===== src/hdl/vct_pkg.sv =====
// Shared types and character codes for the classic-encoding tokenizer.
`timescale 1ns / 1ps
`default_nettype none
package vct_pkg;

   typedef enum logic [3:0] {
      KIND_SKIP     = 4'd0,
      KIND_IDENT    = 4'd1,
      KIND_NUMBER   = 4'd2,
      KIND_STRING   = 4'd3,
      KIND_LBRACE   = 4'd4,
      KIND_RBRACE   = 4'd5,
      KIND_LBRACKET = 4'd6,
      KIND_RBRACKET = 4'd7,
      KIND_UNKNOWN  = 4'd8
   } kind_type;

   typedef struct packed {
      kind_type     kind;
      logic         start;
      logic         has;
      logic [7:0]   text;
      logic         eoi;
   } res_type;

   typedef struct packed {
      logic         two;
      res_type      first;
      res_type      second;
   } rec_type;

   localparam logic [7:0] CTRL_LIMIT  = 8'h20;
   localparam logic [7:0] CH_TAB      = 8'h09;
   localparam logic [7:0] CH_LF       = 8'h0A;
   localparam logic [7:0] CH_CR       = 8'h0D;
   localparam logic [7:0] CH_SPACE    = 8'h20;
   localparam logic [7:0] CH_QUOTE    = 8'h22;
   localparam logic [7:0] CH_HASH     = 8'h23;
   localparam logic [7:0] CH_APOS     = 8'h27;
   localparam logic [7:0] CH_LPAREN   = 8'h28;
   localparam logic [7:0] CH_RPAREN   = 8'h29;
   localparam logic [7:0] CH_PLUS     = 8'h2B;
   localparam logic [7:0] CH_COMMA    = 8'h2C;
   localparam logic [7:0] CH_MINUS    = 8'h2D;
   localparam logic [7:0] CH_DOT      = 8'h2E;
   localparam logic [7:0] CH_DIGIT0   = 8'h30;
   localparam logic [7:0] CH_DIGIT9   = 8'h39;
   localparam logic [7:0] CH_UPPER_A  = 8'h41;
   localparam logic [7:0] CH_UPPER_E  = 8'h45;
   localparam logic [7:0] CH_UPPER_F  = 8'h46;
   localparam logic [7:0] CH_UPPER_X  = 8'h58;
   localparam logic [7:0] CH_LBRACKET = 8'h5B;
   localparam logic [7:0] CH_BSLASH   = 8'h5C;
   localparam logic [7:0] CH_RBRACKET = 8'h5D;
   localparam logic [7:0] CH_LOWER_A  = 8'h61;
   localparam logic [7:0] CH_LOWER_E  = 8'h65;
   localparam logic [7:0] CH_LOWER_F  = 8'h66;
   localparam logic [7:0] CH_LOWER_X  = 8'h78;
   localparam logic [7:0] CH_LBRACE   = 8'h7B;
   localparam logic [7:0] CH_RBRACE   = 8'h7D;

endpackage
`default_nettype wire


===== src/hdl/vrml_classic_tokenizer_core.sv =====
// Top level of the classic-encoding byte tokenizer.
// Takes one text byte per cycle while req_stall is low and returns one word per byte
// that tags it with its token kind, token start and text byte; a backslash kept inside a
// string yields two words, which leave the output register one after the other. An accepted
// byte passes through the queue and then the output register before it shows up at
// rsp_valid. The scan mode lives in the front end and is updated in the same cycle that a
// byte is accepted; a queue of QUEUE_DEPTH records (at least 2) absorbs output stalls and
// the second word of a two-word byte, so req_stall rises only when it fills.
`timescale 1ns / 1ps
`default_nettype none
module vrml_classic_tokenizer_core
   import vct_pkg::*;
#(
   parameter int QUEUE_DEPTH = 4
) (
   input  wire logic        clock,
   input  wire logic        reset,
   input  wire logic        req_valid,
   output logic             req_stall,
   input  wire logic [7:0]  req_in_byte,
   input  wire logic        req_in_last,
   output logic             rsp_valid,
   input  wire logic        rsp_stall,
   output logic [3:0]       rsp_token_kind,
   output logic             rsp_token_start,
   output logic             rsp_has_text,
   output logic [7:0]       rsp_text_byte,
   output logic             rsp_end_of_input,
   output logic             rsp_run_last
);

   logic    push_valid;
   rec_type push_data;
   logic    push_full;
   logic    q_valid;
   logic    q_pop;
   rec_type q_data;
   res_type res;

   assign req_stall = push_full;

   vct_front u_front (
      .clock       (clock),
      .reset       (reset),
      .req_valid   (req_valid),
      .req_stall   (req_stall),
      .req_in_byte (req_in_byte),
      .req_in_last (req_in_last),
      .push_valid  (push_valid),
      .push_data   (push_data)
   );

   vct_queue #(
      .DEPTH (QUEUE_DEPTH)
   ) u_queue (
      .clock      (clock),
      .reset      (reset),
      .push_valid (push_valid),
      .push_data  (push_data),
      .push_full  (push_full),
      .pop_valid  (q_valid),
      .pop_ready  (q_pop),
      .pop_data   (q_data)
   );

   vct_back u_back (
      .clock        (clock),
      .reset        (reset),
      .q_valid      (q_valid),
      .q_data       (q_data),
      .q_pop        (q_pop),
      .rsp_valid    (rsp_valid),
      .rsp_stall    (rsp_stall),
      .rsp_res      (res),
      .rsp_run_last (rsp_run_last)
   );

   assign rsp_token_kind   = res.kind;
   assign rsp_token_start  = res.start;
   assign rsp_has_text     = res.has;
   assign rsp_text_byte    = res.text;
   assign rsp_end_of_input = res.eoi;

   a_text_zero: assert property (@(posedge clock) disable iff (reset)
      rsp_valid && !rsp_has_text |-> rsp_text_byte == 8'd0)
      else $error("text byte set on a word without text");

   a_start_kind: assert property (@(posedge clock) disable iff (reset)
      rsp_valid && rsp_token_start |-> rsp_token_kind != KIND_SKIP)
      else $error("token start on a skipped byte");

   a_pair_follows: assert property (@(posedge clock) disable iff (reset)
      rsp_valid && !rsp_stall && !rsp_run_last |=>
         rsp_valid && rsp_run_last && rsp_token_kind == KIND_STRING)
      else $error("second word of a kept backslash missing");

endmodule
`default_nettype wire


===== src/hdl/vct_front.sv =====
// Front end: accepts bytes, tracks scan mode and builds one or two result words per byte.
`timescale 1ns / 1ps
`default_nettype none
module vct_front
   import vct_pkg::*;
(
   input  wire logic        clock,
   input  wire logic        reset,
   input  wire logic        req_valid,
   input  wire logic        req_stall,
   input  wire logic [7:0]  req_in_byte,
   input  wire logic        req_in_last,
   output logic             push_valid,
   output rec_type          push_data
);

   typedef enum logic [5:0] {
      MODE_IDLE    = 6'b000001,
      MODE_COMMENT = 6'b000010,
      MODE_NUMBER  = 6'b000100,
      MODE_IDENT   = 6'b001000,
      MODE_STRING  = 6'b010000,
      MODE_STR_ESC = 6'b100000
   } mode_type;

   typedef struct packed {
      mode_type mode;
      res_type  res;
   } step_type;

   mode_type mode_ff, mode_in;
   logic     exp_ff, exp_in;
   logic     accept;
   rec_type  rec;

   function automatic res_type make_res(input kind_type kind, input logic start,
                                        input logic has, input logic [7:0] c,
                                        input logic eoi);
      res_type r;
      r.kind  = kind;
      r.start = start;
      r.has   = has;
      r.text  = has ? c : 8'd0;
      r.eoi   = eoi;
      return r;
   endfunction

   function automatic logic is_ident_start(input logic [7:0] c);
      logic ok;
      ok = (c > CTRL_LIMIT);
      case (c) inside
         [CH_DIGIT0:CH_DIGIT9], CH_LBRACE, CH_RBRACE, CH_LBRACKET, CH_RBRACKET,
         CH_LPAREN, CH_RPAREN, CH_QUOTE, CH_APOS, CH_HASH, CH_COMMA, CH_DOT,
         CH_BSLASH, CH_PLUS, CH_MINUS: ok = 1'b0;
         default: ;
      endcase
      return ok;
   endfunction

   function automatic logic is_ident_rest(input logic [7:0] c);
      logic ok;
      ok = (c > CTRL_LIMIT);
      case (c) inside
         CH_LBRACE, CH_RBRACE, CH_LBRACKET, CH_RBRACKET, CH_LPAREN, CH_RPAREN,
         CH_QUOTE, CH_APOS, CH_HASH, CH_COMMA, CH_BSLASH: ok = 1'b0;
         default: ;
      endcase
      return ok;
   endfunction

   function automatic logic is_number_rest(input logic [7:0] c, input logic after_exp);
      logic ok;
      case (c) inside
         [CH_DIGIT0:CH_DIGIT9], [CH_LOWER_A:CH_LOWER_F], [CH_UPPER_A:CH_UPPER_F],
         CH_DOT, CH_LOWER_X, CH_UPPER_X: ok = 1'b1;
         CH_PLUS, CH_MINUS: ok = after_exp;
         default: ok = 1'b0;
      endcase
      return ok;
   endfunction

   function automatic step_type dispatch(input logic [7:0] c, input logic eoi);
      step_type s;
      s.mode = MODE_IDLE;
      s.res  = make_res(KIND_SKIP, 1'b0, 1'b0, c, eoi);
      case (c) inside
         CH_SPACE, CH_TAB, CH_CR, CH_LF, CH_COMMA: ;
         CH_HASH: s.mode = MODE_COMMENT;
         CH_LBRACE:   s.res = make_res(KIND_LBRACE, 1'b1, 1'b1, c, eoi);
         CH_RBRACE:   s.res = make_res(KIND_RBRACE, 1'b1, 1'b1, c, eoi);
         CH_LBRACKET: s.res = make_res(KIND_LBRACKET, 1'b1, 1'b1, c, eoi);
         CH_RBRACKET: s.res = make_res(KIND_RBRACKET, 1'b1, 1'b1, c, eoi);
         CH_QUOTE: begin
            s.mode = MODE_STRING;
            s.res  = make_res(KIND_STRING, 1'b1, 1'b0, c, eoi);
         end
         CH_MINUS, CH_PLUS, CH_DOT, [CH_DIGIT0:CH_DIGIT9]: begin
            s.mode = MODE_NUMBER;
            s.res  = make_res(KIND_NUMBER, 1'b1, 1'b1, c, eoi);
         end
         default: begin
            if (is_ident_start(c)) begin
               s.mode = MODE_IDENT;
               s.res  = make_res(KIND_IDENT, 1'b1, 1'b1, c, eoi);
            end else begin
               s.res  = make_res(KIND_UNKNOWN, 1'b1, 1'b1, c, eoi);
            end
         end
      endcase
      return s;
   endfunction

   function automatic step_type string_byte(input logic [7:0] c, input logic eoi);
      step_type s;
      s.mode = MODE_STRING;
      s.res  = make_res(KIND_STRING, 1'b0, 1'b1, c, eoi);
      if (c == CH_QUOTE) begin
         s.mode = MODE_IDLE;
         s.res  = make_res(KIND_STRING, 1'b0, 1'b0, c, eoi);
      end else if (c == CH_BSLASH && !eoi) begin
         s.mode = MODE_STR_ESC;
         s.res  = make_res(KIND_STRING, 1'b0, 1'b0, c, eoi);
      end
      return s;
   endfunction

   always_comb begin
      step_type s;
      s             = dispatch(req_in_byte, req_in_last);
      mode_in       = mode_ff;
      exp_in        = exp_ff;
      rec.two       = 1'b0;
      rec.first     = make_res(KIND_SKIP, 1'b0, 1'b0, req_in_byte, req_in_last);
      rec.second    = rec.first;
      unique case (mode_ff)
         MODE_COMMENT: begin
            if (req_in_byte == CH_LF) begin
               mode_in = MODE_IDLE;
            end
         end
         MODE_NUMBER: begin
            if (is_number_rest(req_in_byte, exp_ff)) begin
               exp_in    = (req_in_byte == CH_LOWER_E) || (req_in_byte == CH_UPPER_E);
               rec.first = make_res(KIND_NUMBER, 1'b0, 1'b1, req_in_byte, req_in_last);
            end else begin
               exp_in    = 1'b0;
               mode_in   = s.mode;
               rec.first = s.res;
            end
         end
         MODE_IDENT: begin
            if (is_ident_rest(req_in_byte)) begin
               rec.first = make_res(KIND_IDENT, 1'b0, 1'b1, req_in_byte, req_in_last);
            end else begin
               exp_in    = 1'b0;
               mode_in   = s.mode;
               rec.first = s.res;
            end
         end
         MODE_STRING: begin
            s         = string_byte(req_in_byte, req_in_last);
            mode_in   = s.mode;
            rec.first = s.res;
         end
         MODE_STR_ESC: begin
            if (req_in_byte == CH_QUOTE || req_in_byte == CH_BSLASH) begin
               mode_in   = MODE_STRING;
               rec.first = make_res(KIND_STRING, 1'b0, 1'b1, req_in_byte, req_in_last);
            end else begin
               s          = string_byte(req_in_byte, req_in_last);
               mode_in    = s.mode;
               rec.two    = 1'b1;
               rec.first  = make_res(KIND_STRING, 1'b0, 1'b1, CH_BSLASH, req_in_last);
               rec.second = s.res;
            end
         end
         default: begin
            exp_in    = 1'b0;
            mode_in   = s.mode;
            rec.first = s.res;
         end
      endcase
      if (req_in_last) begin
         mode_in = MODE_IDLE;
         exp_in  = 1'b0;
      end
   end

   assign accept     = req_valid && !req_stall;
   assign push_valid = accept;
   assign push_data  = rec;

   always_ff @(posedge clock) begin
      if (reset) begin
         mode_ff <= MODE_IDLE;
         exp_ff  <= 1'b0;
      end else if (accept) begin
         mode_ff <= mode_in;
         exp_ff  <= exp_in;
      end
   end

endmodule
`default_nettype wire


===== src/hdl/vct_queue.sv =====
// Short queue of result records between the front and back ends.
`timescale 1ns / 1ps
`default_nettype none
module vct_queue
   import vct_pkg::*;
#(
   parameter int DEPTH = 4
) (
   input  wire logic    clock,
   input  wire logic    reset,
   input  wire logic    push_valid,
   input  rec_type      push_data,
   output logic         push_full,
   output logic         pop_valid,
   input  wire logic    pop_ready,
   output rec_type      pop_data
);

   localparam int PTR_W = (DEPTH > 1) ? $clog2(DEPTH) : 1;
   localparam int CNT_W = $clog2(DEPTH + 1);

   rec_type            store_ff [DEPTH];
   logic [PTR_W-1:0]   wr_ptr_ff, wr_ptr_in;
   logic [PTR_W-1:0]   rd_ptr_ff, rd_ptr_in;
   logic [CNT_W-1:0]   count_ff, count_in;
   logic               do_push, do_pop;

   assign push_full = (count_ff == CNT_W'(DEPTH));
   assign pop_valid = (count_ff != '0);
   assign pop_data  = store_ff[rd_ptr_ff];
   assign do_push   = push_valid && !push_full;
   assign do_pop    = pop_ready && pop_valid;

   always_comb begin
      wr_ptr_in = wr_ptr_ff;
      rd_ptr_in = rd_ptr_ff;
      count_in  = count_ff;
      if (do_push) begin
         wr_ptr_in = (wr_ptr_ff == PTR_W'(DEPTH - 1)) ? '0 : wr_ptr_ff + 1'b1;
      end
      if (do_pop) begin
         rd_ptr_in = (rd_ptr_ff == PTR_W'(DEPTH - 1)) ? '0 : rd_ptr_ff + 1'b1;
      end
      if (do_push && !do_pop) begin
         count_in = count_ff + 1'b1;
      end else if (do_pop && !do_push) begin
         count_in = count_ff - 1'b1;
      end
   end

   always_ff @(posedge clock) begin
      if (do_push) begin
         store_ff[wr_ptr_ff] <= push_data;
      end
   end

   always_ff @(posedge clock) begin
      if (reset) begin
         wr_ptr_ff <= '0;
         rd_ptr_ff <= '0;
         count_ff  <= '0;
      end else begin
         wr_ptr_ff <= wr_ptr_in;
         rd_ptr_ff <= rd_ptr_in;
         count_ff  <= count_in;
      end
   end

endmodule
`default_nettype wire


===== src/hdl/vct_back.sv =====
// Back end: splits queued records into result words and holds them in the output register.
`timescale 1ns / 1ps
`default_nettype none
module vct_back
   import vct_pkg::*;
(
   input  wire logic        clock,
   input  wire logic        reset,
   input  wire logic        q_valid,
   input  rec_type          q_data,
   output logic             q_pop,
   output logic             rsp_valid,
   input  wire logic        rsp_stall,
   output res_type          rsp_res,
   output logic             rsp_run_last
);

   logic    valid_ff, valid_in;
   logic    phase_ff, phase_in;
   res_type res_ff, res_in;
   logic    run_last_ff, run_last_in;
   logic    out_free;

   assign out_free = !valid_ff || !rsp_stall;

   always_comb begin
      valid_in    = valid_ff;
      phase_in    = phase_ff;
      res_in      = res_ff;
      run_last_in = run_last_ff;
      q_pop       = 1'b0;
      if (out_free) begin
         valid_in = q_valid;
         if (q_valid) begin
            if (!phase_ff) begin
               res_in      = q_data.first;
               run_last_in = !q_data.two;
               phase_in    = q_data.two;
               q_pop       = !q_data.two;
            end else begin
               res_in      = q_data.second;
               run_last_in = 1'b1;
               phase_in    = 1'b0;
               q_pop       = 1'b1;
            end
         end
      end
   end

   always_ff @(posedge clock) begin
      if (reset) begin
         valid_ff <= 1'b0;
         phase_ff <= 1'b0;
      end else begin
         valid_ff <= valid_in;
         phase_ff <= phase_in;
      end
   end

   always_ff @(posedge clock) begin
      res_ff      <= res_in;
      run_last_ff <= run_last_in;
   end

   assign rsp_valid    = valid_ff;
   assign rsp_res      = res_ff;
   assign rsp_run_last = run_last_ff;

endmodule
`default_nettype wire

===== config.mk =====
export PLATFORM = sky130hd
export DESIGN_NAME = vrml_classic_tokenizer_core
export DESIGN_NICKNAME = d
export VERILOG_FILES = /design/src/hdl/vct_pkg.sv /design/src/hdl/vrml_classic_tokenizer_core.sv /design/src/hdl/vct_front.sv /design/src/hdl/vct_queue.sv /design/src/hdl/vct_back.sv
export SDC_FILE = /design/constraint.sdc
export NUM_CORES = 1
export LEC_CHECK = 0
export BUFFER_PORTS_ARGS = -buffer_cell sky130_fd_sc_hd__clkbuf_2
export CORE_MARGIN = 2
export CORE_UTILIZATION = 33
export CTS_CLUSTER_DIAMETER = 150
export DETAILED_ROUTE_END_ITERATION = 16
export PLACE_DENSITY_LB_ADDON = 0.08
export SETUP_SLACK_MARGIN = 0.3
export SLEW_MARGIN = 20
export SYNTH_ARGS = -nofsm -noshare
export SYNTH_HDL_FRONTEND = slang
export SYNTH_SLANG_ARGS = --single-unit

===== constraint.sdc =====
create_clock -name clock -period 3.4 [get_ports clock]
set_input_delay 1.02 -clock clock [delete_from_list [all_inputs] [get_ports clock]]
set_output_delay 1.02 -clock clock [all_outputs]
set_load 0.02 [all_outputs]

==> results of run 1 <==
## path summary, 6_finish.rpt
check | end | startpoint | slack, ns
max | u_queue.store_ff[0][17]$_DFFE_PP_ | req_in_byte[4] | 0.49
min | u_back.rsp_valid$_SDFFE_PP0N_ | u_back.rsp_valid$_SDFFE_PP0N_ | 0.48
max reg2reg | u_queue.store_ff[0][17]$_DFFE_PP_ | u_front.mode_ff[1]$_SDFFE_PP0P_ | 0.97
min reg2reg | u_back.rsp_valid$_SDFFE_PP0N_ | u_back.rsp_valid$_SDFFE_PP0N_ | 0.48
## cells in the final DEF, fill, tap and decap left out, types with 8 or more instances in the layout
cell type	count
mux4_2	25
and2_1	15
edfxtp_1	116
inv_1	9
nor2_1	25
nand3b_1	8
mux2_2	10
clkbuf_16	17
clkbuf_2	30
buf_4	27
nand2_1	19
nor3_1	8
a21oi_1	17
o21ai_0	10
dfxtp_1	17
## report_power, final
| group | leakage [nW] | internal [W] | total, W | switching [W] |
|---|---|---|---|---|
| clock | 0.315 | 0.00137 | 0.00203 | 0.000666 |
| sequential | 1.23 | 0.00211 | 0.00220 | 0.0000878 |
| combinational | 0.939 | 0.000565 | 0.00130 | 0.000731 |
| total | 2.49 | 0.00404 | 0.00552 | 0.00148 |
## state kept, by name (all words and copies together) (netlist names), named ones only
register             count
u_queue.store_ff       100
u_back.rsp_res          15
u_front.mode_ff          6
u_queue.count_ff         3
u_queue.rd_ptr_ff        2
u_queue.wr_ptr_ff        2
u_back.phase_ff          1
u_back.rsp_run_last      1
u_back.rsp_valid         1
u_front.exp_ff           1
## critical path, cell delays in order
cell and delay (ns):
clkbuf_2 0.15, or4b_4 0.62, a2111oi_4 0.35, nor3_2 0.10, a21oi_1 0.22, o21ai_1 0.18
o2111ai_1 0.27, and2_1 0.24
## per-stage QoR
step,instance area (um^2),setup slack [ns],utilization (%)
2_1_floorplan,6090,0.394,-
3_3_place_gp,6560,0.0119,36.4
3_5_place_dp,6560,0.0258,36.4
4_1_cts,7220,0.452,40.0
5_1_grt,7230,0.356,40.1
6_report,7230,0.490,40.1
## routing by layer
| metal | wire length (um) | part of all wire [%] |
|---|---|---|
| met5 | 0 | 0 |
| met4 | 163 | 1.2 |
| met3 | 384 | 2.9 |
| met2 | 6240 | 48 |
| met1 | 6290 | 48 |
## area by class of cell
| cell class | instances | share of cell area [%] |
|---|---|---|
| flip-flops and latches | 134 | 53.2 |
| multi-input cells | 240 | 28.4 |
| clock buffers | 17 | 5.89 |
| repair buffers | 57 | 4.88 |
| well taps | 229 | 3.96 |
| clock inverters | 15 | 3.24 |
| inverters | 9 | 0.467 |
## kinds of logic (layout without fill, tap and decap cells)
| kind of cell | after synthesis | in the layout | share of synthesized area (%) |
|---|---|---|---|
| AO/OA/AOI/OAI | 59 | 59 | 6.62 |
| buffers and inverters | 37 | 98 | 3.43 |
| flip-flops | 134 | 134 | 63.1 |
| AND/OR/NAND/NOR | 126 | 126 | 12.2 |
| multiplexers | 41 | 41 | 12.1 |
| adder cells (fa/ha/maj) | 7 | 7 | 1.56 |
| XOR/XNOR | 7 | 7 | 1.01 |
## repair_timing
action,CTS,global route
endpoints found under the hold margin,0,0
hold buffers,0,0
endpoints found under the setup margin,0,16
resized for setup,0,1
==> impl_metrics.toml, run 1 <==
[grt]
use_met1_pct = 19.4
grt_max_degree = 26
grt.met3_usage_pct = 3.30
gr-total-overflow = 0
use_met2_pct = 23.2
gr-usage-all-layers_pct = 14.4
busiest_layer = "met2"
grt_pass1_vias = 3637
grt_pass1_wl_um = 21100
antenna_found_initial = 0

[timing]
fin_crit_sh_pct = 85.6
maxSlewViolCount = 0
finalSetupTns_ns = 0
finalSetupViolCount = 0
hold_viol = 0
final.setup_skew_ns = 0.0106
worst_slew_pin_slew_ns = 0.655
hold_slack_ns = 0.484
relSlewSlack_pct = 55.9
min_period_ns = 2.91
fmax_mhz = 344
rsz0062_at_grt = "no"

[layout]
fill_cells = 1698
n_antenna_cell = 0
nNetsFinal = 479
drive_above_1_share_pct = 28.2
regArea_um2 = 3840
final-instance-count-excl-fill = 701
multi_input_area_um2 = 2050
syn_to_final_growth_pct = 18.7

[cts]
insertion_delay_ns = 0.41
cts.sinks = 134
cts_tree = "done"
clkTransAtPathRegs_ns = 0.05
root_buffer = "clkbuf_16"
cts_setup_buffers = 0
htreeDepth = 4
cts_buffer_depth = 2
cts_buffers = 17

[synth]
yosysSeqAreaShare_pct = 63.1
ys.flop_type = "edfxtp_1"
syn_avg_cell_area_um2 = 14.8
ys_seq_elements = 134
yosysUniqueCellTypes = 63
yosysMostFrequentCell = "edfxtp_1"
synth_top_cell_by_area = "edfxtp_1"
synth.top_cell.area_share_pct = 57.2
synthTopCellsByArea = "edfxtp_1 (57%), mux4_2 (9.2%), dfxtp_1 (5.9%)"
synth_edf_count = 116
synth_area_um2 = 6090
synthArstFlopShare_pct = 0
synth_common_cells = "edfxtp_1 (116), nor2_1 (26), mux4_2 (25)"
synth_warnings = 0
synthCells = 411
syn_nets = 431

[critical_path]
r2r_cells = 7
crit_required_ns = 3.65
crit_arrival_ns = 3.16
cp-start-kind = "input port"
path_max_fanout = 9
critical_path_class = "input port to flop"
cp-end-kind = "flop"

[pwr]
power_w = 0.00552
p_leak_nw = 2.49
power_density_nw_per_um2 = 764
ir_drop_mv = 0.381

[placed_design]
port_buffers = 30
dp_cells = 669
gp_congestion = 0.764
place_hpwl_um = 8500

[drt]
wl_per_cell_um = 18.7
drtIter0Drc = 245
ant_nets = 0
drcViolationCount = 0
drt_first_pass_iters = 4
vias = 3589
wl_um = 13100
avgViaCountPerCell = 5.12

[floorplan]
rows = 49
die_h_um = 140
start_util_pct = 33.8
io_pins = 31
coreArea_um2 = 18000
dieArea_um2 = 19600
die_w_um = 140

[run_status]
outcome = "complete, no violations"

[worst_hold_path]
min_path_cells = 2
holdCritPathClass = "flop to flop"

[flow_run]
cap_violations = 0
Note: power is estimated with default switching activity, not from simulation.
==> run 2: changes to the inputs <==
- CELL_PAD_IN_SITES_DETAIL_PLACEMENT: not set -> 1
- CELL_PAD_IN_SITES_GLOBAL_PLACEMENT: not set -> 2
==> run 2 against run 1 <==
Compared with the run above: register-to-register slack worse by 0.13 ns; total power is 1.3% lower; sequential share of layout area is 0.22 points lower; wire length is 8.2% higher; cell area is 0.42% higher; critical path depth is 1 lower; utilization is 0.17 points higher.
==> impl_metrics.toml, run 2 (synthesis gave the netlist of run 1 again) <==
[layout]
regArea_um2 = 3840
final-instance-count-excl-fill = 709
layout_common_cells = "edfxtp_1 (116), buf_4 (34), clkbuf_2 (30)"
max_flop_register = "u_queue.store_ff"
n_antenna_cell = 0
final_common_cell = "edfxtp_1"
largest_reg_flops = 100
syn_to_final_growth_pct = 19.2
nNetsFinal = 487
fill_cells = 1878
multi_input_area_um2 = 2040
drive_above_1_share_pct = 29.6

[floorplan]
die_h_um = 140
coreArea_um2 = 18000
die_w_um = 140
start_util_pct = 33.8
rows = 49
dieArea_um2 = 19600
io_pins = 31

[flow_run]
cap_violations = 0

[timing]
min_period_ns = 2.88
maxSlewViolCount = 0
finalSetupViolCount = 0
final.setup_skew_ns = 0.00844
worst_slew_pin_slew_ns = 0.826
rsz0062_at_grt = "no"
finalSetupTns_ns = 0
timing.final.ws_setup_ns = 0.522
hold_viol = 0
relSlewSlack_pct = 44.8
fmax_mhz = 347
fin_crit_sh_pct = 84.6
hold_slack_ns = 0.490

[placed_design]
pre_cts_ws_ns = 0.136
port_buffers = 30
dp_cells = 677
place_hpwl_um = 9600
gp_congestion = 0.774

[cts]
htreeDepth = 4
cts_tree = "done"
cts_setup_buffers = 0
cts_buffers = 17
cts_resized = 0
root_buffer = "clkbuf_16"
cts-hold-fix-buffers = 0
insertion_delay_ns = 0.42
cts.sinks = 134
cts_buffer_depth = 2
clkTransAtPathRegs_ns = 0.06

[grt]
gr-total-overflow = 0
gr-usage-all-layers_pct = 15.7
grt_pass1_wl_um = 22900
grt_max_degree = 26
antenna_found_initial = 0
grt_pass1_vias = 3895

[drt]
vias = 3627
drtIter0Drc = 174
wl_um = 14100
ant_nets = 0
avgViaCountPerCell = 5.12
drcViolationCount = 0
drt_first_pass_iters = 5
wl_per_cell_um = 20.0

[critical_path]
cp-start-kind = "input port"
crit_end = "u_queue.store_ff[0][24]$_DFFE_PP_"
crit_chain = "clkbuf_2 -> and3_1 -> nor4b_2 -> nor3b_1 -> nor2_1 -> a21oi_1 -> o21ai_0"
cpPeakStageDelay_ns = 0.37
cp-end-kind = "flop"
critPathLaunch = "req_in_byte[2]"
crit_path_top_delay_cell = "nor4b_2"
worst_r2r_endpoint = "u_queue.count_ff[2]$_SDFFE_PP0P_"
reg2reg_slack_ns = 0.84
reg2reg_from = "u_back.phase_ff$_SDFFE_PP0P_"
path_max_fanout = 11
path_depth = 7
crit_required_ns = 3.47
crit_buf_inv = 1
r2r_cells = 9
crit_arrival_ns = 2.95
critical_path_class = "input port to flop"
cp_top_family = "simple AND/OR/NAND/NOR gates"

[worst_hold_path]
holdCritPathClass = "flop to flop"

[pwr]
ir_drop_mv = 0.379
p_leak_nw = 2.51
power_density_nw_per_um2 = 751
power_w = 0.00545

[run_status]
outcome = "complete, no violations"
## run 2: final cells by class
class | instances | area share, %
sequential | 134 | 53.0
multi-input combinational | 240 | 28.1
clock buffer | 18 | 5.91
timing repair buffer | 65 | 5.86
tap | 229 | 3.95
clock inverter | 14 | 2.74
inverter | 9 | 0.465
## run 2: worst register-to-register path, cell delays in order, from the launching register on
cell	delay [ns]
dfxtp_1	0.57
nand2b_1	0.30
and2_1	0.19
inv_1	0.14
ha_1	0.20
inv_1	0.06
fa_1	0.37
xor2_1	0.18
or3_1	0.31
a21oi_1	0.15
## run 2: report_power, final
group | leakage (nW) | internal, W | switching (W)
Clock | 0.299 | 0.00124 | 0.000699
Combinational | 0.979 | 0.000568 | 0.000721
Sequential | 1.23 | 0.00211 | 0.000117
Total | 2.51 | 0.00391 | 0.00154
## run 2: how the worst min path moves through the flow
stage,slack (ns),end,depth (start not counted),start
2_1_floorplan,0.44,u_front.exp_ff$_SDFFE_PP0P_,2,u_front.exp_ff$_SDFFE_PP0P_
3_3_place_gp,0.46,u_back.rsp_valid$_SDFFE_PP0N_,2,u_back.rsp_valid$_SDFFE_PP0N_
3_5_place_dp,0.49,u_back.rsp_valid$_SDFFE_PP0N_,2,u_back.rsp_valid$_SDFFE_PP0N_
4_1_cts,0.49,u_back.rsp_valid$_SDFFE_PP0N_,2,u_back.rsp_valid$_SDFFE_PP0N_
5_1_grt,0.53,u_back.rsp_valid$_SDFFE_PP0N_,2,u_back.rsp_valid$_SDFFE_PP0N_
6_report,0.49,u_back.rsp_valid$_SDFFE_PP0N_,2,u_back.rsp_valid$_SDFFE_PP0N_
## run 2: layer usage
metal	global-route usage, %	up-vias	share of wire (%)
li1	-	1705	-
met1	20.7	1859	47
met2	25.3	45	49
met3	3.48	18	2.3
met4	6.26	0	1.6
met5	0	-	0
## run 2: per-stage QoR
stage / instance area, um^2 / utilization [%]
3_3_place_gp: 6630 / 36.8
4_1_cts: 7260 / 40.3
3_5_place_dp: 6630 / 36.8
2_1_floorplan: 6090 / -
6_report: 7260 / 40.3
5_1_grt: 7260 / 40.3
